### src/design/omtc_pkg.sv
// shared types, codes and the transition rule table of the mode controller
// no dependencies
package omtc_pkg;

   localparam int MODE_W  = 3;
   localparam int CMD_W   = 3;
   localparam int EVENT_W = 5;
   localparam int STAT_W  = 2;
   localparam int OUT_W   = 32;

   localparam int COUNT_BITS_DEF = 32;
   localparam int TIME_BITS_DEF  = 32;

   // operating modes
   localparam logic [MODE_W-1:0] MODE_BOOT      = 3'd0;
   localparam logic [MODE_W-1:0] MODE_SAFE      = 3'd1;
   localparam logic [MODE_W-1:0] MODE_DETUMBLE  = 3'd2;
   localparam logic [MODE_W-1:0] MODE_IDLE      = 3'd3;
   localparam logic [MODE_W-1:0] MODE_ACTIVE    = 3'd4;
   localparam logic [MODE_W-1:0] MODE_EMERGENCY = 3'd5;
   localparam logic [MODE_W-1:0] MODE_COUNT     = 3'd6;
   localparam logic [MODE_W-1:0] NO_RULE        = 3'd7;

   // commands
   localparam logic [CMD_W-1:0] CMD_APPLY   = 3'd0;
   localparam logic [CMD_W-1:0] CMD_FORCE   = 3'd1;
   localparam logic [CMD_W-1:0] CMD_TICK    = 3'd2;
   localparam logic [CMD_W-1:0] CMD_CHECK   = 3'd3;
   localparam logic [CMD_W-1:0] CMD_RESTART = 3'd4;

   // status codes
   localparam logic [STAT_W-1:0] ST_OK        = 2'd0;
   localparam logic [STAT_W-1:0] ST_BAD_EVENT = 2'd1;
   localparam logic [STAT_W-1:0] ST_NO_RULE   = 2'd2;
   localparam logic [STAT_W-1:0] ST_BAD_MODE  = 2'd3;

   // events
   localparam logic [3:0] EV_NONE           = 4'd0;
   localparam logic [3:0] EV_BOOT_DONE      = 4'd1;
   localparam logic [3:0] EV_DETUMBLE_DONE  = 4'd2;
   localparam logic [3:0] EV_COMM_ACQUIRED  = 4'd3;
   localparam logic [3:0] EV_POWER_OK       = 4'd4;
   localparam logic [3:0] EV_POWER_LOW      = 4'd5;
   localparam logic [3:0] EV_POWER_CRIT     = 4'd6;
   localparam logic [3:0] EV_THERMAL_FAULT  = 4'd7;
   localparam logic [3:0] EV_COMM_TIMEOUT   = 4'd8;
   localparam logic [3:0] EV_WATCHDOG       = 4'd9;
   localparam logic [3:0] EV_GROUND_SAFE    = 4'd10;
   localparam logic [3:0] EV_GROUND_IDLE    = 4'd11;
   localparam logic [3:0] EV_GROUND_ACTIVE  = 4'd12;
   localparam logic [3:0] EV_AI_READY       = 4'd13;
   localparam logic [3:0] EV_AI_FAULT       = 4'd14;
   localparam logic [3:0] EV_RECOVERY_OK    = 4'd15;

   typedef struct packed {
      logic [CMD_W-1:0]   mode;
      logic [EVENT_W-1:0] event_code;
      logic [MODE_W-1:0]  target_mode;
   } req_type;

   typedef struct packed {
      logic [MODE_W-1:0] current_mode;
      logic [MODE_W-1:0] prior_mode;
      logic [OUT_W-1:0]  transition_total;
      logic [OUT_W-1:0]  time_in_mode;
      logic [STAT_W-1:0] status;
      logic              transition_valid;
   } rsp_type;

   // next mode for a (mode, event) pair, NO_RULE when nothing matches
   function automatic logic [MODE_W-1:0] rule_target(input logic [MODE_W-1:0]  from,
                                                     input logic [EVENT_W-1:0] ev);
      logic [MODE_W-1:0] to;
      logic [3:0]        e;
      to = NO_RULE;
      e  = ev[3:0];
      if (ev[EVENT_W-1] == 1'b0) begin
         unique case (from)
            MODE_BOOT: begin
               unique case (e)
                  EV_BOOT_DONE:  to = MODE_DETUMBLE;
                  EV_POWER_CRIT: to = MODE_SAFE;
                  default:       to = NO_RULE;
               endcase
            end
            MODE_SAFE: begin
               unique case (e)
                  EV_POWER_OK, EV_GROUND_IDLE, EV_RECOVERY_OK: to = MODE_IDLE;
                  default:                                     to = NO_RULE;
               endcase
            end
            MODE_DETUMBLE: begin
               unique case (e)
                  EV_DETUMBLE_DONE: to = MODE_IDLE;
                  EV_POWER_LOW, EV_POWER_CRIT, EV_WATCHDOG, EV_GROUND_SAFE:
                                    to = MODE_SAFE;
                  default:          to = NO_RULE;
               endcase
            end
            MODE_IDLE: begin
               unique case (e)
                  EV_POWER_LOW, EV_POWER_CRIT, EV_THERMAL_FAULT, EV_COMM_TIMEOUT,
                  EV_WATCHDOG, EV_GROUND_SAFE:
                                               to = MODE_SAFE;
                  EV_GROUND_ACTIVE, EV_AI_READY: to = MODE_ACTIVE;
                  default:                     to = NO_RULE;
               endcase
            end
            MODE_ACTIVE: begin
               unique case (e)
                  EV_POWER_LOW, EV_COMM_TIMEOUT, EV_GROUND_IDLE, EV_AI_FAULT:
                     to = MODE_IDLE;
                  EV_POWER_CRIT, EV_THERMAL_FAULT, EV_WATCHDOG, EV_GROUND_SAFE:
                     to = MODE_SAFE;
                  default:
                     to = NO_RULE;
               endcase
            end
            MODE_EMERGENCY: begin
               unique case (e)
                  EV_GROUND_SAFE, EV_RECOVERY_OK: to = MODE_SAFE;
                  default:                        to = NO_RULE;
               endcase
            end
            default: to = NO_RULE;
         endcase
      end
      return to;
   endfunction

endpackage

### src/design/omtc_if.sv
// valid/ready channels of the mode controller: request, response and csr write
// depends on omtc_pkg
interface omtc_req_if;
   import omtc_pkg::*;
   logic               valid;
   logic               ready;
   logic [CMD_W-1:0]   mode;
   logic [EVENT_W-1:0] event_code;
   logic [MODE_W-1:0]  target_mode;
   modport source(output valid, mode, event_code, target_mode, input ready);
   modport sink(input valid, mode, event_code, target_mode, output ready);
endinterface

interface omtc_rsp_if;
   import omtc_pkg::*;
   logic              valid;
   logic              ready;
   logic [MODE_W-1:0] current_mode;
   logic [MODE_W-1:0] prior_mode;
   logic [OUT_W-1:0]  transition_total;
   logic [OUT_W-1:0]  time_in_mode;
   logic [STAT_W-1:0] status;
   logic              transition_valid;
   modport source(output valid, current_mode, prior_mode, transition_total,
                  time_in_mode, status, transition_valid, input ready);
   modport sink(input valid, current_mode, prior_mode, transition_total,
                time_in_mode, status, transition_valid, output ready);
endinterface

interface omtc_csr_if;
   import omtc_pkg::*;
   logic              valid;
   logic              ready;
   logic [MODE_W-1:0] data;
   modport source(output valid, data, input ready);
   modport sink(input valid, data, output ready);
endinterface

### src/design/omtc_step.sv
// next-state and response logic for one request of the mode controller
// depends on omtc_pkg
module omtc_step #(
   parameter int COUNT_BITS = omtc_pkg::COUNT_BITS_DEF,
   parameter int TIME_BITS  = omtc_pkg::TIME_BITS_DEF
) (
   input  omtc_pkg::req_type                 item,
   input  logic [omtc_pkg::MODE_W-1:0]       initial_mode,
   input  logic [omtc_pkg::MODE_W-1:0]       mode_now,
   input  logic [omtc_pkg::MODE_W-1:0]       mode_before,
   input  logic [COUNT_BITS-1:0]             count,
   input  logic [TIME_BITS-1:0]              timer,
   output logic [omtc_pkg::MODE_W-1:0]       mode_now_nxt,
   output logic [omtc_pkg::MODE_W-1:0]       mode_before_nxt,
   output logic [COUNT_BITS-1:0]             count_nxt,
   output logic [TIME_BITS-1:0]              timer_nxt,
   output omtc_pkg::rsp_type                 rsp
);
   import omtc_pkg::*;

   logic [MODE_W-1:0] rule_to;
   logic [STAT_W-1:0] status;
   logic              check_ok;
   logic [63:0]       count_wide;
   logic [63:0]       timer_wide;

   assign rule_to = rule_target(mode_now, item.event_code);

   always_comb begin
      mode_now_nxt    = mode_now;
      mode_before_nxt = mode_before;
      count_nxt       = count;
      timer_nxt       = timer;
      status          = ST_OK;
      check_ok        = 1'b0;
      unique case (item.mode)
         CMD_APPLY: begin
            if (item.event_code[EVENT_W-1]) begin
               status = ST_BAD_EVENT;
            end else if (rule_to == NO_RULE) begin
               status = ST_NO_RULE;
            end else begin
               mode_before_nxt = mode_now;
               mode_now_nxt    = rule_to;
               count_nxt       = count + COUNT_BITS'(1);
               timer_nxt       = '0;
            end
         end
         CMD_FORCE: begin
            if (item.target_mode >= MODE_COUNT) begin
               status = ST_BAD_MODE;
            end else begin
               mode_before_nxt = mode_now;
               mode_now_nxt    = item.target_mode;
               count_nxt       = count + COUNT_BITS'(1);
               timer_nxt       = '0;
            end
         end
         CMD_TICK: begin
            if (timer != '1) begin
               timer_nxt = timer + TIME_BITS'(1);
            end
         end
         CMD_CHECK: begin
            check_ok = (rule_to != NO_RULE);
         end
         CMD_RESTART: begin
            if (initial_mode >= MODE_COUNT) begin
               status = ST_BAD_MODE;
            end else begin
               mode_now_nxt    = initial_mode;
               mode_before_nxt = initial_mode;
               count_nxt       = '0;
               timer_nxt       = '0;
            end
         end
         default: begin
            status = ST_OK;
         end
      endcase
   end

   // responses carry the low 32 bits of the counters, zero extended when narrower
   assign count_wide = 64'(count_nxt);
   assign timer_wide = 64'(timer_nxt);

   always_comb begin
      rsp.current_mode     = mode_now_nxt;
      rsp.prior_mode       = mode_before_nxt;
      rsp.transition_total = count_wide[OUT_W-1:0];
      rsp.time_in_mode     = timer_wide[OUT_W-1:0];
      rsp.status           = status;
      rsp.transition_valid = check_ok;
   end

endmodule

### src/design/operating_mode_transition_controller_top.sv
// top level of the operating mode transition controller
// depends on omtc_pkg, omtc_if and omtc_step
//
// six-mode controller (boot, safe, detumble, idle, active, emergency) driven by
// requests that apply an event, force a mode, count a millisecond tick, check
// whether an event has a rule, or restart at the initial mode held in the csr.
// a request is captured in an input register, the state update and response
// are worked out in one pass of the step logic, and the response lands in an
// output register. one request is taken every cycle when the response side
// keeps up; a request passes the input, then the output register before its
// response is on the response port. the rate is set by the state update loop
// through omtc_step, which reads the mode and counters and writes them back in
// the same clock. a stall on the response side holds the output register and a
// full input register; the input register still takes a new request whenever
// it is empty or its content moves on in the same cycle. the csr port is always
// ready and should only be written while no request is in flight.
module operating_mode_transition_controller_top #(
   parameter int COUNT_BITS = omtc_pkg::COUNT_BITS_DEF,
   parameter int TIME_BITS  = omtc_pkg::TIME_BITS_DEF
) (
   input logic        clock,
   input logic        reset,
   omtc_req_if.sink   req_ch,
   omtc_rsp_if.source rsp_ch,
   omtc_csr_if.sink   csr_ch
);
   import omtc_pkg::*;

   // input register
   req_type           req_ff;
   logic              req_valid_ff;
   // output register
   rsp_type           rsp_ff;
   rsp_type           rsp_in;
   logic              rsp_valid_ff;
   // controller state
   logic [MODE_W-1:0]     initial_mode_ff;
   logic [MODE_W-1:0]     mode_now_ff;
   logic [MODE_W-1:0]     mode_now_in;
   logic [MODE_W-1:0]     mode_before_ff;
   logic [MODE_W-1:0]     mode_before_in;
   logic [COUNT_BITS-1:0] count_ff;
   logic [COUNT_BITS-1:0] count_in;
   logic [TIME_BITS-1:0]  timer_ff;
   logic [TIME_BITS-1:0]  timer_in;

   logic advance;
   logic req_take;

   // the output register moves when empty or when its response is taken
   assign advance  = !rsp_valid_ff || rsp_ch.ready;
   assign req_take = req_ch.valid && req_ch.ready;

   assign req_ch.ready = !req_valid_ff || advance;
   assign csr_ch.ready = 1'b1;

   // csr write
   always_ff @(posedge clock) begin
      if (reset) begin
         initial_mode_ff <= MODE_BOOT;
      end else if (csr_ch.valid) begin
         initial_mode_ff <= csr_ch.data;
      end
   end

   // input register
   always_ff @(posedge clock) begin
      if (reset) begin
         req_valid_ff <= 1'b0;
      end else if (req_ch.ready) begin
         req_valid_ff <= req_ch.valid;
      end
   end

   always_ff @(posedge clock) begin
      if (req_take) begin
         req_ff.mode        <= req_ch.mode;
         req_ff.event_code  <= req_ch.event_code;
         req_ff.target_mode <= req_ch.target_mode;
      end
   end

   omtc_step #(
      .COUNT_BITS (COUNT_BITS),
      .TIME_BITS  (TIME_BITS)
   ) u_step (
      .item            (req_ff),
      .initial_mode    (initial_mode_ff),
      .mode_now        (mode_now_ff),
      .mode_before     (mode_before_ff),
      .count           (count_ff),
      .timer           (timer_ff),
      .mode_now_nxt    (mode_now_in),
      .mode_before_nxt (mode_before_in),
      .count_nxt       (count_in),
      .timer_nxt       (timer_in),
      .rsp             (rsp_in)
   );

   // state commits when the request moves into the output register;
   // reset loads boot, which is also the reset value of the initial mode
   always_ff @(posedge clock) begin
      if (reset) begin
         mode_now_ff    <= MODE_BOOT;
         mode_before_ff <= MODE_BOOT;
         count_ff       <= '0;
         timer_ff       <= '0;
      end else if (req_valid_ff && advance) begin
         mode_now_ff    <= mode_now_in;
         mode_before_ff <= mode_before_in;
         count_ff       <= count_in;
         timer_ff       <= timer_in;
      end
   end

   // output register
   always_ff @(posedge clock) begin
      if (reset) begin
         rsp_valid_ff <= 1'b0;
      end else if (advance) begin
         rsp_valid_ff <= req_valid_ff;
      end
   end

   always_ff @(posedge clock) begin
      if (req_valid_ff && advance) begin
         rsp_ff <= rsp_in;
      end
   end

   assign rsp_ch.valid            = rsp_valid_ff;
   assign rsp_ch.current_mode     = rsp_ff.current_mode;
   assign rsp_ch.prior_mode       = rsp_ff.prior_mode;
   assign rsp_ch.transition_total = rsp_ff.transition_total;
   assign rsp_ch.time_in_mode     = rsp_ff.time_in_mode;
   assign rsp_ch.status           = rsp_ff.status;
   assign rsp_ch.transition_valid = rsp_ff.transition_valid;

endmodule
### src/flat_wrapper.sv
// flat-port wrapper written by rule: the top's interface ports become plain ports
module operating_mode_transition_controller_top_flat import omtc_pkg::*;
#(
   parameter int COUNT_BITS = omtc_pkg::COUNT_BITS_DEF,
   parameter int TIME_BITS  = omtc_pkg::TIME_BITS_DEF
)
  (clock, reset, req_ch_valid, req_ch_mode, req_ch_event_code, req_ch_target_mode, req_ch_ready, rsp_ch_valid, rsp_ch_current_mode, rsp_ch_prior_mode, rsp_ch_transition_total, rsp_ch_time_in_mode, rsp_ch_status, rsp_ch_transition_valid, rsp_ch_ready, csr_ch_valid, csr_ch_data, csr_ch_ready);
  omtc_req_if req_ch_i ();
  omtc_rsp_if rsp_ch_i ();
  omtc_csr_if csr_ch_i ();
  input logic clock;
  input logic reset;
  input wire logic [$bits(req_ch_i.valid)-1:0] req_ch_valid;
  input wire logic [$bits(req_ch_i.mode)-1:0] req_ch_mode;
  input wire logic [$bits(req_ch_i.event_code)-1:0] req_ch_event_code;
  input wire logic [$bits(req_ch_i.target_mode)-1:0] req_ch_target_mode;
  output wire logic [$bits(req_ch_i.ready)-1:0] req_ch_ready;
  output wire logic [$bits(rsp_ch_i.valid)-1:0] rsp_ch_valid;
  output wire logic [$bits(rsp_ch_i.current_mode)-1:0] rsp_ch_current_mode;
  output wire logic [$bits(rsp_ch_i.prior_mode)-1:0] rsp_ch_prior_mode;
  output wire logic [$bits(rsp_ch_i.transition_total)-1:0] rsp_ch_transition_total;
  output wire logic [$bits(rsp_ch_i.time_in_mode)-1:0] rsp_ch_time_in_mode;
  output wire logic [$bits(rsp_ch_i.status)-1:0] rsp_ch_status;
  output wire logic [$bits(rsp_ch_i.transition_valid)-1:0] rsp_ch_transition_valid;
  input wire logic [$bits(rsp_ch_i.ready)-1:0] rsp_ch_ready;
  input wire logic [$bits(csr_ch_i.valid)-1:0] csr_ch_valid;
  input wire logic [$bits(csr_ch_i.data)-1:0] csr_ch_data;
  output wire logic [$bits(csr_ch_i.ready)-1:0] csr_ch_ready;
  assign req_ch_i.valid = req_ch_valid;
  assign req_ch_i.mode = req_ch_mode;
  assign req_ch_i.event_code = req_ch_event_code;
  assign req_ch_i.target_mode = req_ch_target_mode;
  assign req_ch_ready = req_ch_i.ready;
  assign rsp_ch_valid = rsp_ch_i.valid;
  assign rsp_ch_current_mode = rsp_ch_i.current_mode;
  assign rsp_ch_prior_mode = rsp_ch_i.prior_mode;
  assign rsp_ch_transition_total = rsp_ch_i.transition_total;
  assign rsp_ch_time_in_mode = rsp_ch_i.time_in_mode;
  assign rsp_ch_status = rsp_ch_i.status;
  assign rsp_ch_transition_valid = rsp_ch_i.transition_valid;
  assign rsp_ch_i.ready = rsp_ch_ready;
  assign csr_ch_i.valid = csr_ch_valid;
  assign csr_ch_i.data = csr_ch_data;
  assign csr_ch_ready = csr_ch_i.ready;
  operating_mode_transition_controller_top #(.COUNT_BITS(COUNT_BITS), .TIME_BITS(TIME_BITS)) u_core (.clock(clock), .reset(reset), .req_ch(req_ch_i), .rsp_ch(rsp_ch_i), .csr_ch(csr_ch_i));
endmodule
### config.mk
export PLATFORM = sky130hd
export DESIGN_NAME = operating_mode_transition_controller_top_flat
export DESIGN_NICKNAME = d
export VERILOG_FILES = /design/src/design/omtc_pkg.sv /design/src/design/omtc_if.sv /design/src/design/omtc_step.sv /design/src/design/operating_mode_transition_controller_top.sv /design/src/flat_wrapper.sv
export SDC_FILE = /design/constraint.sdc
export NUM_CORES = 1
export LEC_CHECK = 0
export BUFFER_PORTS_ARGS = -buffer_cell sky130_fd_sc_hd__buf_2
export CELL_PAD_IN_SITES_DETAIL_PLACEMENT = 0
export CELL_PAD_IN_SITES_GLOBAL_PLACEMENT = 1
export CORE_UTILIZATION = 49
export DETAILED_ROUTE_END_ITERATION = 8
export PLACE_DENSITY_LB_ADDON = 0.1
export SKIP_LAST_GASP = 1
export SYNTH_ARGS = -nofsm -noshare
export SYNTH_HDL_FRONTEND = slang
export SYNTH_SLANG_ARGS = --single-unit
### constraint.sdc
create_clock -name clock -period 8.5 [get_ports clock]
set_input_delay 1.275 -clock clock [delete_from_list [all_inputs] [get_ports clock]]
set_output_delay 1.275 -clock clock [all_outputs]
set_load 0.1 [all_outputs]
==> impl_results.rst, run 1 <==
.. list-table::
   :header-rows: 1

   * - Metric
     - Value
   * - Area of the die
     - 0.0188 mm^2
   * - Sequential share of the synthesized area
     - 0.460
   * - Power per cell area
     - 196 mW/mm^2
   * - Routability congestion estimate from global placement
     - 0.889
   * - Clock buffer count from CTS
     - 17
   * - Setup CP Type
     - in -> reg
   * - Leading register cell type out of synthesis
     - sky130_fd_sc_hd__edfxtp_1
   * - Resize count post-CTS
     - 0
   * - Clock sink count
     - 164
   * - Number of synthesized flops with an enable pin
     - 84
   * - Total via count after detailed routing
     - 8001
   * - Sw Ratio
     - 0.293
   * - I/O pin cnt
     - 95
   * - Worst Hold Slack
     - 459 ps
   * - Internal power contribution
     - 1.40 mW
   * - Number of port buffers
     - 93
   * - Result of the run
     - complete, no violations
   * - Average instance area after synthesis
     - 9.10 um^2
   * - Ordered cell list for the critical path
     - buf_2 -> nor2b_1 -> nand2b_1 -> buf_4 -> inv_4 -> buf_4 -> nand2_1 -> nor2_1 -> nor2_1 -> a31oi_1
   * - Library cells used by synthesis
     - 76
   * - Combinational power share
     - 0.149
   * - Via count of the first global-routing pass
     - 6959
   * - Initial antenna violation count
     - 0
   * - Minimum clock period after layout
     - 3610 ps
   * - Total global routing overflow
     - 0
   * - Largest fanout on the critical path
     - 63
   * - Critical path's top delay family
     - buffers and inverters
   * - Setup slack after placement
     - 4450 ps
   * - Finish-stage setup viols
     - 0
   * - Detail-routed via count per cell
     - 6.30
   * - Count of unresolved DRC violations after routing
     - 0
   * - Max-slew violations
     - 0
   * - Commonest cells after routing, fill and taps aside
     - sky130_fd_sc_hd__nand2_1 (93), sky130_fd_sc_hd__buf_2 (93), sky130_fd_sc_hd__edfxtp_1 (84)
   * - Sequential cell fraction of total power
     - 0.445
   * - Largest cells by area after synthesis
     - sky130_fd_sc_hd__edfxtp_1 (28%), sky130_fd_sc_hd__dfxtp_1 (18%), sky130_fd_sc_hd__a31oi_1 (5.2%), sky130_fd_sc_hd__nand2_1 (3.9%), sky130_fd_sc_hd__nand3_1 (2.9%)
   * - Destination of the critical timing path
     - u_core.timer_ff[0]
   * - Root buffer cell
     - sky130_fd_sc_hd__clkbuf_16
   * - Area of the core
     - 0.0180 mm^2
   * - Number of instances in the synthesized netlist
     - 985
   * - Netlist area before placement
     - 0.00896 mm^2
   * - Vertical extent of the die
     - 137 um
   * - CTS tree
     - yes
   * - Drt wl/cell
     - 18.4 um
   * - Switching power summed over all nets
     - 580 uW
   * - Total Negative Setup Slacks
     - 0 ps
   * - Reg-to-reg slack, setup
     - 5160 ps
   * - Cell area after layout
     - 0.0101 mm^2
   * - Post-synthesis sequential element count
     - 164
   * - Crit path depth
     - 10
   * - Fmax
     - 277 MHz
   * - H-tree depth
     - 4
   * - Warning count from the yosys run
     - 0
   * - Buffers inserted during post-CTS setup optimization
     - 0
   * - Number of filler instances in the final layout
     - 1654
   * - Number of nets at the end of the flow
     - 1053
   * - Number of hold violations in the final report
     - 0
   * - Placed cell areas
     - 0.00946 mm^2
   * - Die X-Extent
     - 137 um
   * - Static power due to leakage
     - 3.54 nW
   * - Delay of the slowest cell on the worst path
     - 710 ps
   * - Critical register-to-register path endpoint
     - u_core.rsp_ch.transition_total[12]
   * - Worst clock skew on the final layout
     - 8.48 ps
   * - Effective utilization at floorplan
     - 0.499
   * - Asr flop ratio synth
     - 0
   * - Clock power frac
     - 0.406
   * - Syn Nets
     - 1009
   * - Number of design-rule violations left by the first detailed-router iteration
     - 701
   * - Required @ worst endpoint
     - 8850 ps
   * - Fraction of layout cells with a size suffix above 1
     - 0.157
   * - Startpoint types
     - input port
   * - Total Power Consumption
     - 1.98 mW
   * - Post-synth top area share
     - 0.282
   * - Min-delay worst type
     - reg -> reg
   * - Type of destination of the critical path
     - flip-flop
   * - Largest net degree at the start of global routing
     - 64
   * - Cell Rows
     - 49
   * - Final WS setup
     - 4890 ps
   * - Worst-case vdd ir drop
     - 0.151 mV
   * - Clk Latency, worst-skew pair
     - 430 ps
   * - Post-detailed-route count of antenna-violating nets
     - 0
   * - Half-perimeter wire length after placement
     - 14900 um
   * - Final worst-path cycle share
     - 0.424
   * - Buffers and inverters on the worst path
     - 4
   * - CTS clock-pin slew for the worst setup and hold paths
     - 60 ps
   * - Number of search-and-repair iterations in the first detailed-routing pass
     - 5
   * - CTS Hold Buffers Added
     - 0
   * - Dominant cell type by area after synthesis
     - sky130_fd_sc_hd__edfxtp_1
   * - Maximum root-to-sink buffer count
     - 2
   * - Startpoint of the most critical register-to-register path
     - u_core.mode_now_ff[1]
   * - Logic depth of the worst register-to-register path
     - 7
   * - Cell type of the slowest stage on the worst timing path
     - sky130_fd_sc_hd__buf_4
   * - Inserted Diodes
     - 0
   * - Layout overhead on the synthesized area
     - 12.3%
   * - Actual transition at the worst max-transition pin
     - 1100 ps
   * - Overall routing resource usage
     - 0.252
   * - First element of the critical path
     - rsp_ch_ready
   * - Arr. time, crit path
     - 3950 ps
   * - Number of max-cap violations
     - 0
   * - Overall routed net length
     - 23400 um
   * - Wire length of the first global-routing pass
     - 36900 um
   * - Setup repair after global routing missed its margin
     - no
   * - Slew margin rel.
     - 0.264
## worst reg2reg max path: stages, from the launching register on
cell                       delay, ps
sky130_fd_sc_hd__dfxtp_1         450
sky130_fd_sc_hd__or2_1           320
sky130_fd_sc_hd__or4_1           520
sky130_fd_sc_hd__a211oi_2        240
sky130_fd_sc_hd__a21o_2          190
sky130_fd_sc_hd__a211o_2         840
sky130_fd_sc_hd__nand2_4         260
sky130_fd_sc_hd__o31ai_1         340
## power by group through the flow
stage	registers [mW]	clock network (mW)	logic [mW]
after floorplan	1.02	0	0.119
after global placement	0.897	0	0.292
after detailed placement	0.897	0	0.293
after CTS	0.880	0.810	0.294
after global routing	0.884	0.844	0.310
final	0.880	0.802	0.294
## stage by stage
step	utilization	instances
5_1_grt	0.560	1271
6_report	0.560	1271
3_5_place_dp	0.527	1239
4_1_cts	0.560	1271
2_1_floorplan	-	985
3_3_place_gp	0.527	1239
## final cells by class
class                      count  area (um^2)  area share
timing repair buffer         106          563      0.0559
clock inverter                 9          128      0.0127
multi-input combinational    711         4370       0.435
clock buffer                  23          478      0.0475
inverter                      29          111      0.0111
sequential                   164         4120       0.410
tap                          229          287      0.0285
## flip-flops by register name, indices dropped and copies added, names as in the netlist, 2 cells and up, named ones only
register,count
u_core.rsp_ch.status,2
u_core.rsp_ch.current_mode,3
u_core.rsp_ch.transition_total,32
u_core.mode_now_ff,3
u_core.initial_mode_ff,3
u_core.req_ff,11
u_core.rsp_ch.prior_mode,3
u_core.mode_before_ff,3
u_core.timer_ff,32
u_core.rsp_ch.time_in_mode,32
u_core.count_ff,32
## layer usage
metal  wire [um]  share of wire  up-vias  track usage
met5           0              0        -            0
met4         440          0.019        0       0.0885
met3        1250          0.053       36       0.0372
met2       10600           0.45      276        0.381
met1       11100           0.47     3791        0.366
li1            -              -     3898            -
## how the worst min path moves through the flow
stage | from | cells past startpoint | endpoint
global route | u_core.mode_before_ff[0] | 2 | u_core.mode_before_ff[0]
floorplan | u_core.mode_before_ff[0] | 2 | u_core.mode_before_ff[0]
finish | u_core.mode_before_ff[0] | 2 | u_core.mode_before_ff[0]
detailed placement | u_core.mode_before_ff[0] | 2 | u_core.mode_before_ff[0]
CTS | u_core.mode_before_ff[0] | 2 | u_core.mode_before_ff[0]
global placement | u_core.mode_before_ff[0] | 2 | u_core.mode_before_ff[0]
## synthesized netlist by cell type (7+ instances only)
cell type                  count
sky130_fd_sc_hd__nand3_1      52
sky130_fd_sc_hd__a21o_1       11
sky130_fd_sc_hd__nand2_1      94
sky130_fd_sc_hd__and2_1        7
sky130_fd_sc_hd__a21oi_1      42
sky130_fd_sc_hd__clkbuf_1     47
sky130_fd_sc_hd__a211o_1       9
sky130_fd_sc_hd__buf_2        21
sky130_fd_sc_hd__a311oi_1     18
sky130_fd_sc_hd__dfxtp_1      80
sky130_fd_sc_hd__and3_1       24
sky130_fd_sc_hd__o31ai_1      20
sky130_fd_sc_hd__o311ai_0     13
sky130_fd_sc_hd__a41oi_1      18
sky130_fd_sc_hd__inv_1        27
sky130_fd_sc_hd__o21ai_0      51
sky130_fd_sc_hd__nor3_1       37
sky130_fd_sc_hd__nand2b_1     13
sky130_fd_sc_hd__edfxtp_1     84
sky130_fd_sc_hd__o211ai_1     12
sky130_fd_sc_hd__mux2i_1      14
sky130_fd_sc_hd__nor2_1       68
sky130_fd_sc_hd__a31oi_1      74
sky130_fd_sc_hd__and4_1       10
sky130_fd_sc_hd__nand4_1      18
## kinds of logic after synthesis
family                     Yosys count  share of synthesized area
and+or+nand+nor                    368                      0.210
other                                1                   0.000419
adders and majority gates            5                    0.00698
xor gates and xnor gates             3                    0.00293
buffers and inverters              110                     0.0536
muxes                               18                     0.0207
AOI/OAI and AO/OA                  316                      0.245
DFF                                164                      0.460
Power figures use the tool's default switching activity.
==> run 2, diff against run 1 <==
--- a/config.mk
+++ b/config.mk
@@ -8,7 +8,7 @@
 export BUFFER_PORTS_ARGS = -buffer_cell sky130_fd_sc_hd__buf_2
 export CELL_PAD_IN_SITES_DETAIL_PLACEMENT = 0
 export CELL_PAD_IN_SITES_GLOBAL_PLACEMENT = 1
-export CORE_UTILIZATION = 49
+export CORE_UTILIZATION = 46
 export DETAILED_ROUTE_END_ITERATION = 8
 export PLACE_DENSITY_LB_ADDON = 0.1
 export SKIP_LAST_GASP = 1
==> constraint.sdc (replaced) <==
create_clock -name clock -period 3.7 [get_ports clock]
set_input_delay 0.555 -clock clock [delete_from_list [all_inputs] [get_ports clock]]
set_output_delay 0.555 -clock clock [all_outputs]
set_load 0.1 [all_outputs]
==> run 2 against run 1 <==
Design area is 0.90% higher. Core utilization is 2.3 points lower. Total power increased by 130%. Critical path depth is 2 lower. Non-clock buffer count rose by 8. Register-to-register slack worse by 4400 ps. Hold slack worse by 170 ps. Worst setup slack got worse by 4200 ps. Wire length increased by 3.8%. Clock skew fell by 1.3 ps. Critical path type is now reg -> reg. Critical endpoint is now u_core.count_ff[29]. Largest power group unchanged.
==> impl_results.rst, run 2 (same netlist as run 1, synthesis figures left out) <==
.. list-table::
   :header-rows: 1

   * - Metric
     - Value
   * - Result of the run
     - complete, no violations
   * - Resize count post-CTS
     - 0
   * - Effective utilization at floorplan
     - 0.474
   * - Clock buffer count from CTS
     - 17
   * - Slew margin rel.
     - 0.464
   * - Layout overhead on the synthesized area
     - 13.3%
   * - Critical path's top delay family
     - simple AND/OR/NAND/NOR gates
   * - H-tree depth
     - 4
   * - Worst-case vdd ir drop
     - 0.310 mV
   * - Largest fanout on the critical path
     - 54
   * - Total via count after detailed routing
     - 7986
   * - CTS tree
     - yes
   * - Area of the die
     - 0.0200 mm^2
   * - Number of standard cells in the final layout excluding fillers
     - 1310
   * - Startpoint types
     - flip-flop
   * - Required @ worst endpoint
     - 4040 ps
   * - Via count of the first global-routing pass
     - 7263
   * - Number of hold violations in the final report
     - 0
   * - Maximum root-to-sink buffer count
     - 2
   * - Setup CP Type
     - reg -> reg
   * - Clock sink count
     - 164
   * - CTS Hold Buffers Added
     - 0
   * - Fmax
     - 335 MHz
   * - Number of max-cap violations
     - 0
   * - Number of design-rule violations left by the first detailed-router iteration
     - 700
   * - Count of unresolved DRC violations after routing
     - 0
   * - Arr. time, crit path
     - 3320 ps
   * - Placed cell areas
     - 0.00955 mm^2
   * - Post-detailed-route count of antenna-violating nets
     - 0
   * - Static power due to leakage
     - 3.56 nW
   * - Cell area after layout
     - 0.0102 mm^2
   * - CTS clock-pin slew for the worst setup and hold paths
     - 70 ps
   * - Number of cells after detailed placement
     - 1278
   * - Half-perimeter wire length after placement
     - 15500 um
   * - Min-delay worst type
     - in -> reg
   * - Detail-routed via count per cell
     - 6.10
   * - Routability congestion estimate from global placement
     - 0.853
   * - Total global routing overflow
     - 0
   * - Fraction of layout cells with a size suffix above 1
     - 0.163
   * - Number of port buffers
     - 93
   * - Minimum clock period after layout
     - 2980 ps
   * - Overall routed net length
     - 24300 um
   * - Worst clock skew on the final layout
     - 7.21 ps
   * - Overall routing resource usage
     - 0.248
   * - Total Negative Setup Slacks
     - 0 ps
   * - Vertical extent of the die
     - 142 um
   * - Final worst-path cycle share
     - 0.806
   * - Worst Hold Slack
     - 292 ps
   * - Setup repair after global routing missed its margin
     - no
   * - Actual transition at the worst max-transition pin
     - 797 ps
   * - Inserted Diodes
     - 0
   * - Area of the core
     - 0.0189 mm^2
   * - Ordered cell list for the critical path
     - or2_1 -> or4_1 -> a211oi_2 -> a21o_2 -> a211o_2 -> buf_4 -> nand4_4 -> o31ai_1
   * - Die X-Extent
     - 142 um
   * - Buffers inserted during post-CTS setup optimization
     - 0
   * - Type of destination of the critical path
     - flip-flop
   * - Cell type of the slowest stage on the worst timing path
     - sky130_fd_sc_hd__or4_1
   * - Finish-stage setup viols
     - 0
   * - Drt wl/cell
     - 18.5 um
   * - Power per cell area
     - 447 mW/mm^2
   * - Initial antenna violation count
     - 0
   * - Number of search-and-repair iterations in the first detailed-routing pass
     - 5
   * - Number of nets at the end of the flow
     - 1061
   * - Clk Latency, worst-skew pair
     - 430 ps
   * - Wire length of the first global-routing pass
     - 38700 um
   * - Largest net degree at the start of global routing
     - 56
   * - Delay of the slowest cell on the worst path
     - 500 ps
   * - I/O pin cnt
     - 95
   * - Cell Rows
     - 50
   * - Total Power Consumption
     - 4.54 mW
   * - Commonest cells after routing, fill and taps aside
     - sky130_fd_sc_hd__nand2_1 (93), sky130_fd_sc_hd__buf_2 (93), sky130_fd_sc_hd__edfxtp_1 (84)
   * - Buffers and inverters on the worst path
     - 1
   * - Root buffer cell
     - sky130_fd_sc_hd__clkbuf_16
   * - Max-slew violations
     - 0
run 2: cell types whose count changed in the layout (fill, tap and decap cells not counted), moves of 2 or more:
| cell | change |
|---|---|
| sky130_fd_sc_hd__clkinv_2 | -2 |
| sky130_fd_sc_hd__clkinv_1 | +3 |
| sky130_fd_sc_hd__clkbuf_1 | -3 |
| sky130_fd_sc_hd__buf_4 | +8 |
| sky130_fd_sc_hd__clkinvlp_4 | +3 |
| sky130_fd_sc_hd__clkbuf_8 | -2 |
run 2: through the flow:
stage	utilization	worst slack, ps
after global routing	0.537	480
after detailed placement	0.506	760
after floorplan	-	429
final	0.537	716
after CTS	0.537	735
after global placement	0.506	792
run 2: final timing paths:
path	startpoint	endpoint	slack, ps	cells past startpoint
setup / recovery	u_core.mode_now_ff[1]	u_core.count_ff[29]	720	8
hold / removal	req_ch_mode[2]	u_core.req_ff[10]	290	1
setup reg to reg	u_core.mode_now_ff[1]	u_core.count_ff[29]	720	8
hold reg to reg	u_core.mode_before_ff[0]	u_core.mode_before_ff[0]	470	2
run 2: metal layers:
metal	GRT usage	wire, um	up-vias
met3	0.0422	1190	25
met1	0.344	11400	3818
met2	0.395	11300	228
met4	0.0741	332	0
met5	0	0	-
li1	-	-	3915
run 2: power by group:
part           internal, mW  total, mW  leakage, nW  switching (mW)
registers              1.98       2.02         1.42          0.0453
clock network          1.07       1.83        0.285           0.756
logic                 0.124      0.688         1.86           0.565
total                  3.17       4.54         3.56            1.37
run 2: final cells by class:
type / count / area, um^2
repair buffers: 114 / 623
clock buffers: 18 / 439
flip-flops and latches: 164 / 4120
well taps: 260 / 325
multi-input cells: 711 / 4370
inverters: 29 / 111
fillers: 1824 / 8740
clock inverters: 14 / 160
==> run 3, diff against run 2 <==
--- a/config.mk
+++ b/config.mk
@@ -5,10 +5,11 @@
 export SDC_FILE = /design/constraint.sdc
 export NUM_CORES = 1
 export LEC_CHECK = 0
+export ABC_AREA = 1
 export BUFFER_PORTS_ARGS = -buffer_cell sky130_fd_sc_hd__buf_2
 export CELL_PAD_IN_SITES_DETAIL_PLACEMENT = 0
 export CELL_PAD_IN_SITES_GLOBAL_PLACEMENT = 1
-export CORE_UTILIZATION = 46
+export CORE_UTILIZATION = 43
 export DETAILED_ROUTE_END_ITERATION = 8
 export PLACE_DENSITY_LB_ADDON = 0.1
 export SKIP_LAST_GASP = 1
==> constraint.sdc (replaced) <==
create_clock -name clock -period 2.9 [get_ports clock]
set_input_delay 0.435 -clock clock [delete_from_list [all_inputs] [get_ports clock]]
set_output_delay 0.435 -clock clock [all_outputs]
set_load 0.1 [all_outputs]
==> run 3 against run 2 <==
Design area rose by 14%. Die area grew 22%. Count of clock-buffer cells in the layout unchanged. Flip-flop and latch count unchanged. Synthesized area up 15%. Maximum frequency grew 15%. Wire length is 23% higher. Global-route usage grew 0.62 points. Synthesized cell count increased by 54%. Clock skew is 1.6 ps higher. Largest cell class unchanged. Largest power group unchanged.
==> impl_results.rst, run 3 <==
.. list-table::
   :header-rows: 1

   * - Metric
     - Value
   * - Result of the run
     - complete, no violations
   * - Initial antenna violation count
     - 0
   * - Number of hold violations in the final report
     - 0
   * - Largest net degree at the start of global routing
     - 61
   * - Startpoint of the most critical register-to-register path
     - u_core.timer_ff[0]
   * - Half-perimeter wire length after placement
     - 21100 um
   * - Max-slew violations
     - 0
   * - Netlist area before placement
     - 0.0103 mm^2
   * - CTS clock-pin slew for the worst setup and hold paths
     - 70 ps
   * - Detail-routed via count per cell
     - 5.22
   * - Effective utilization at floorplan
     - 0.438
   * - Vertical extent of the die
     - 157 um
   * - Average instance area after synthesis
     - 6.78 um^2
   * - Dominant cell by count in the synthesized netlist
     - sky130_fd_sc_hd__nand2_1
   * - Cell area after layout
     - 0.0116 mm^2
   * - Launch instance of the worst min-delay path
     - req_ch_event_code[4]
   * - Reg-to-reg slack, setup
     - 310 ps
   * - Number of synthesized flops with an enable pin
     - 84
   * - Warning count from the yosys run
     - 0
   * - Placed cell areas
     - 0.0110 mm^2
   * - Count of unresolved DRC violations after routing
     - 0
   * - Area of the die
     - 0.0245 mm^2
   * - Required @ worst endpoint
     - 3280 ps
   * - Overall routing resource usage
     - 0.254
   * - Layout overhead on the synthesized area
     - 12.6%
   * - CTS tree
     - yes
   * - Delay of the slowest cell on the worst path
     - 490 ps
   * - Clock buffer count from CTS
     - 17
   * - Via count of the first global-routing pass
     - 9054
   * - Setup repair after global routing missed its margin
     - no
   * - Arr. time, crit path
     - 2970 ps
   * - Slew margin rel.
     - 0.450
   * - Leading register cell type out of synthesis
     - sky130_fd_sc_hd__edfxtp_1
   * - Most frequent standard cell in the layout excluding fill and tap cells
     - sky130_fd_sc_hd__nand2_1
   * - Minimum clock period after layout
     - 2590 ps
   * - Maximum root-to-sink buffer count
     - 2
   * - Finish-stage setup viols
     - 0
   * - Number of search-and-repair iterations in the first detailed-routing pass
     - 5
   * - Number of port buffers
     - 93
   * - Logic depth of the worst register-to-register path
     - 11
   * - I/O pin cnt
     - 95
   * - Total via count after detailed routing
     - 9994
   * - H-tree depth
     - 4
   * - Fraction of layout cells with a size suffix above 1
     - 0.120
   * - Cell type of the slowest stage on the worst timing path
     - sky130_fd_sc_hd__dfxtp_1
   * - Worst clock skew on the final layout
     - 8.79 ps
   * - Drt wl/cell
     - 15.6 um
   * - Number of max-cap violations
     - 0
   * - Clk Latency, worst-skew pair
     - 440 ps
   * - Worst Hold Slack
     - 173 ps
   * - Largest fanout on the critical path
     - 31
   * - Routability congestion estimate from global placement
     - 0.875
   * - Hold worst-path end
     - u_core.req_ff[7]
   * - Asr flop ratio synth
     - 0
   * - Sequential share of the synthesized area
     - 0.401
   * - Setup CP Type
     - reg -> reg
   * - Die X-Extent
     - 157 um
   * - Number of design-rule violations left by the first detailed-router iteration
     - 856
   * - Inserted Diodes
     - 0
   * - Type of destination of the critical path
     - flip-flop
   * - Library cells used by synthesis
     - 39
   * - Critical register-to-register path endpoint
     - u_core.timer_ff[5]
   * - Post-synthesis sequential element count
     - 164
   * - Root buffer cell
     - sky130_fd_sc_hd__clkbuf_16
   * - Post-detailed-route count of antenna-violating nets
     - 0
   * - Core occupancy in the finished layout
     - 0.493
   * - Final worst-path cycle share
     - 0.893
   * - Number of nets at the end of the flow
     - 1606
   * - Post-synth top area share
     - 0.246
   * - Largest cells by area after synthesis
     - sky130_fd_sc_hd__edfxtp_1 (25%), sky130_fd_sc_hd__nand2_1 (16%), sky130_fd_sc_hd__dfxtp_1 (16%), sky130_fd_sc_hd__nand3_1 (8.0%), sky130_fd_sc_hd__inv_1 (6.9%)
   * - Total global routing overflow
     - 0
   * - Min-delay worst type
     - in -> reg
   * - Actual transition at the worst max-transition pin
     - 825 ps
   * - Syn Nets
     - 1540
   * - Area of the core
     - 0.0235 mm^2
   * - CTS Hold Buffers Added
     - 0
   * - Wire length of the first global-routing pass
     - 48600 um
   * - Buffers inserted during post-CTS setup optimization
     - 0
   * - Startpoint types
     - flip-flop
   * - Total Negative Setup Slacks
     - 0 ps
   * - Dominant cell type by area after synthesis
     - sky130_fd_sc_hd__edfxtp_1
   * - Number of cells after detailed placement
     - 1882
   * - Resize count post-CTS
     - 0
   * - Power per cell area
     - 546 mW/mm^2
   * - Synth cell count leaders
     - sky130_fd_sc_hd__nand2_1 (431), sky130_fd_sc_hd__inv_1 (190), sky130_fd_sc_hd__nand3_1 (164), sky130_fd_sc_hd__nor2_1 (157), sky130_fd_sc_hd__edfxtp_1 (84)
   * - Number of filler instances in the final layout
     - 2437
   * - Hold depth
     - 1
   * - Fmax
     - 386 MHz
   * - Ordered cell list for the critical path
     - ha_1 -> inv_1 -> nor2_2 -> nand2_1 -> nor2_4 -> nand2_2 -> a21oi_1 -> a21oi_1 -> nand4_2 -> nor2_1 -> nor2_1
   * - Number of standard cells in the final layout excluding fillers
     - 1914
   * - Static power due to leakage
     - 5.25 nW
   * - Commonest cells after routing, fill and taps aside
     - sky130_fd_sc_hd__nand2_1 (430), sky130_fd_sc_hd__inv_1 (190), sky130_fd_sc_hd__nand3_1 (163)
   * - Worst-case vdd ir drop
     - 0.325 mV
   * - Clock sink count
     - 164
   * - Cell Rows
     - 56
   * - Overall routed net length
     - 29900 um
   * - Number of instances in the synthesized netlist
     - 1516
   * - First element of the critical path
     - u_core.timer_ff[0]
[run 3: changes by cell type in the layout (fill, tap and decap cells not counted), moves of 25 or more]
cell,change
sky130_fd_sc_hd__a21oi_1,+41
sky130_fd_sc_hd__a31oi_1,-74
sky130_fd_sc_hd__inv_1,+163
sky130_fd_sc_hd__nand2_1,+337
sky130_fd_sc_hd__nand3_1,+111
sky130_fd_sc_hd__nand4_1,+51
sky130_fd_sc_hd__nor2_1,+88
sky130_fd_sc_hd__xor2_1,+25
[run 3: report_power, final]
group	leakage, nW	switching, mW	internal (mW)
sequential	1.46	0.160	2.61
clock	0.266	1.03	1.13
combinational	3.52	1.06	0.314
[run 3: worst max-delay path by stage]
stage	end	slack, ps
after floorplan	u_core.rsp_ch.current_mode[0]	70
after global placement	u_core.timer_ff[5]	510
after detailed placement	u_core.timer_ff[5]	340
after CTS	u_core.timer_ff[5]	310
after global routing	u_core.timer_ff[2]	30
final	u_core.timer_ff[5]	310
[run 3: metal layers]
| metal | track usage | routed length (um) | up-vias |
|---|---|---|---|
| met4 | 0.0691 | 397 | 0 |
| met1 | 0.379 | 15100 | 4533 |
| met5 | 0 | 0 | - |
| met2 | 0.380 | 12500 | 363 |
| met3 | 0.0343 | 1910 | 24 |
| li1 | - | - | 5074 |
[run 3: logic make-up (layout without fill, tap and decap cells)]
group / Yosys count / in the layout / share of synthesized area
and+or+nand+nor: 896 / 896 / 0.385
buffers and inverters: 269 / 348 / 0.106
DFF: 164 / 164 / 0.401
AOI/OAI and AO/OA: 153 / 153 / 0.0772
xor gates and xnor gates: 28 / 28 / 0.0239
adders and majority gates: 5 / 5 / 0.00609
other: 1 / 1 / 0.000365
[run 3: cell type report]
class / count / area [um^2] / area share
inverters: 198 / 748 / 0.0647
repair buffers: 118 / 666 / 0.0576
clock buffers: 18 / 439 / 0.0380
flip-flops and latches: 164 / 4120 / 0.357
clock inverters: 14 / 106 / 0.00920
multi-input cells: 1083 / 5080 / 0.439
well taps: 319 / 399 / 0.0345
[run 3: worst max-delay path: cells and delay by family (launching register included)]
kind | cells | cell delay [ps]
simple gates | 7 | 1260
flops | 1 | 490
compound gates | 2 | 360
fa+ha+maj | 1 | 320
buf+inv | 1 | 90
[run 3: stage by stage]
stage / power [mW] / setup WS, ps
6_report: 6.31 / 310
5_1_grt: 6.59 / 30.5
3_5_place_dp: 4.20 / 341
3_3_place_gp: 4.19 / 508
4_1_cts: 6.34 / 315
2_1_floorplan: 3.89 / 69.0
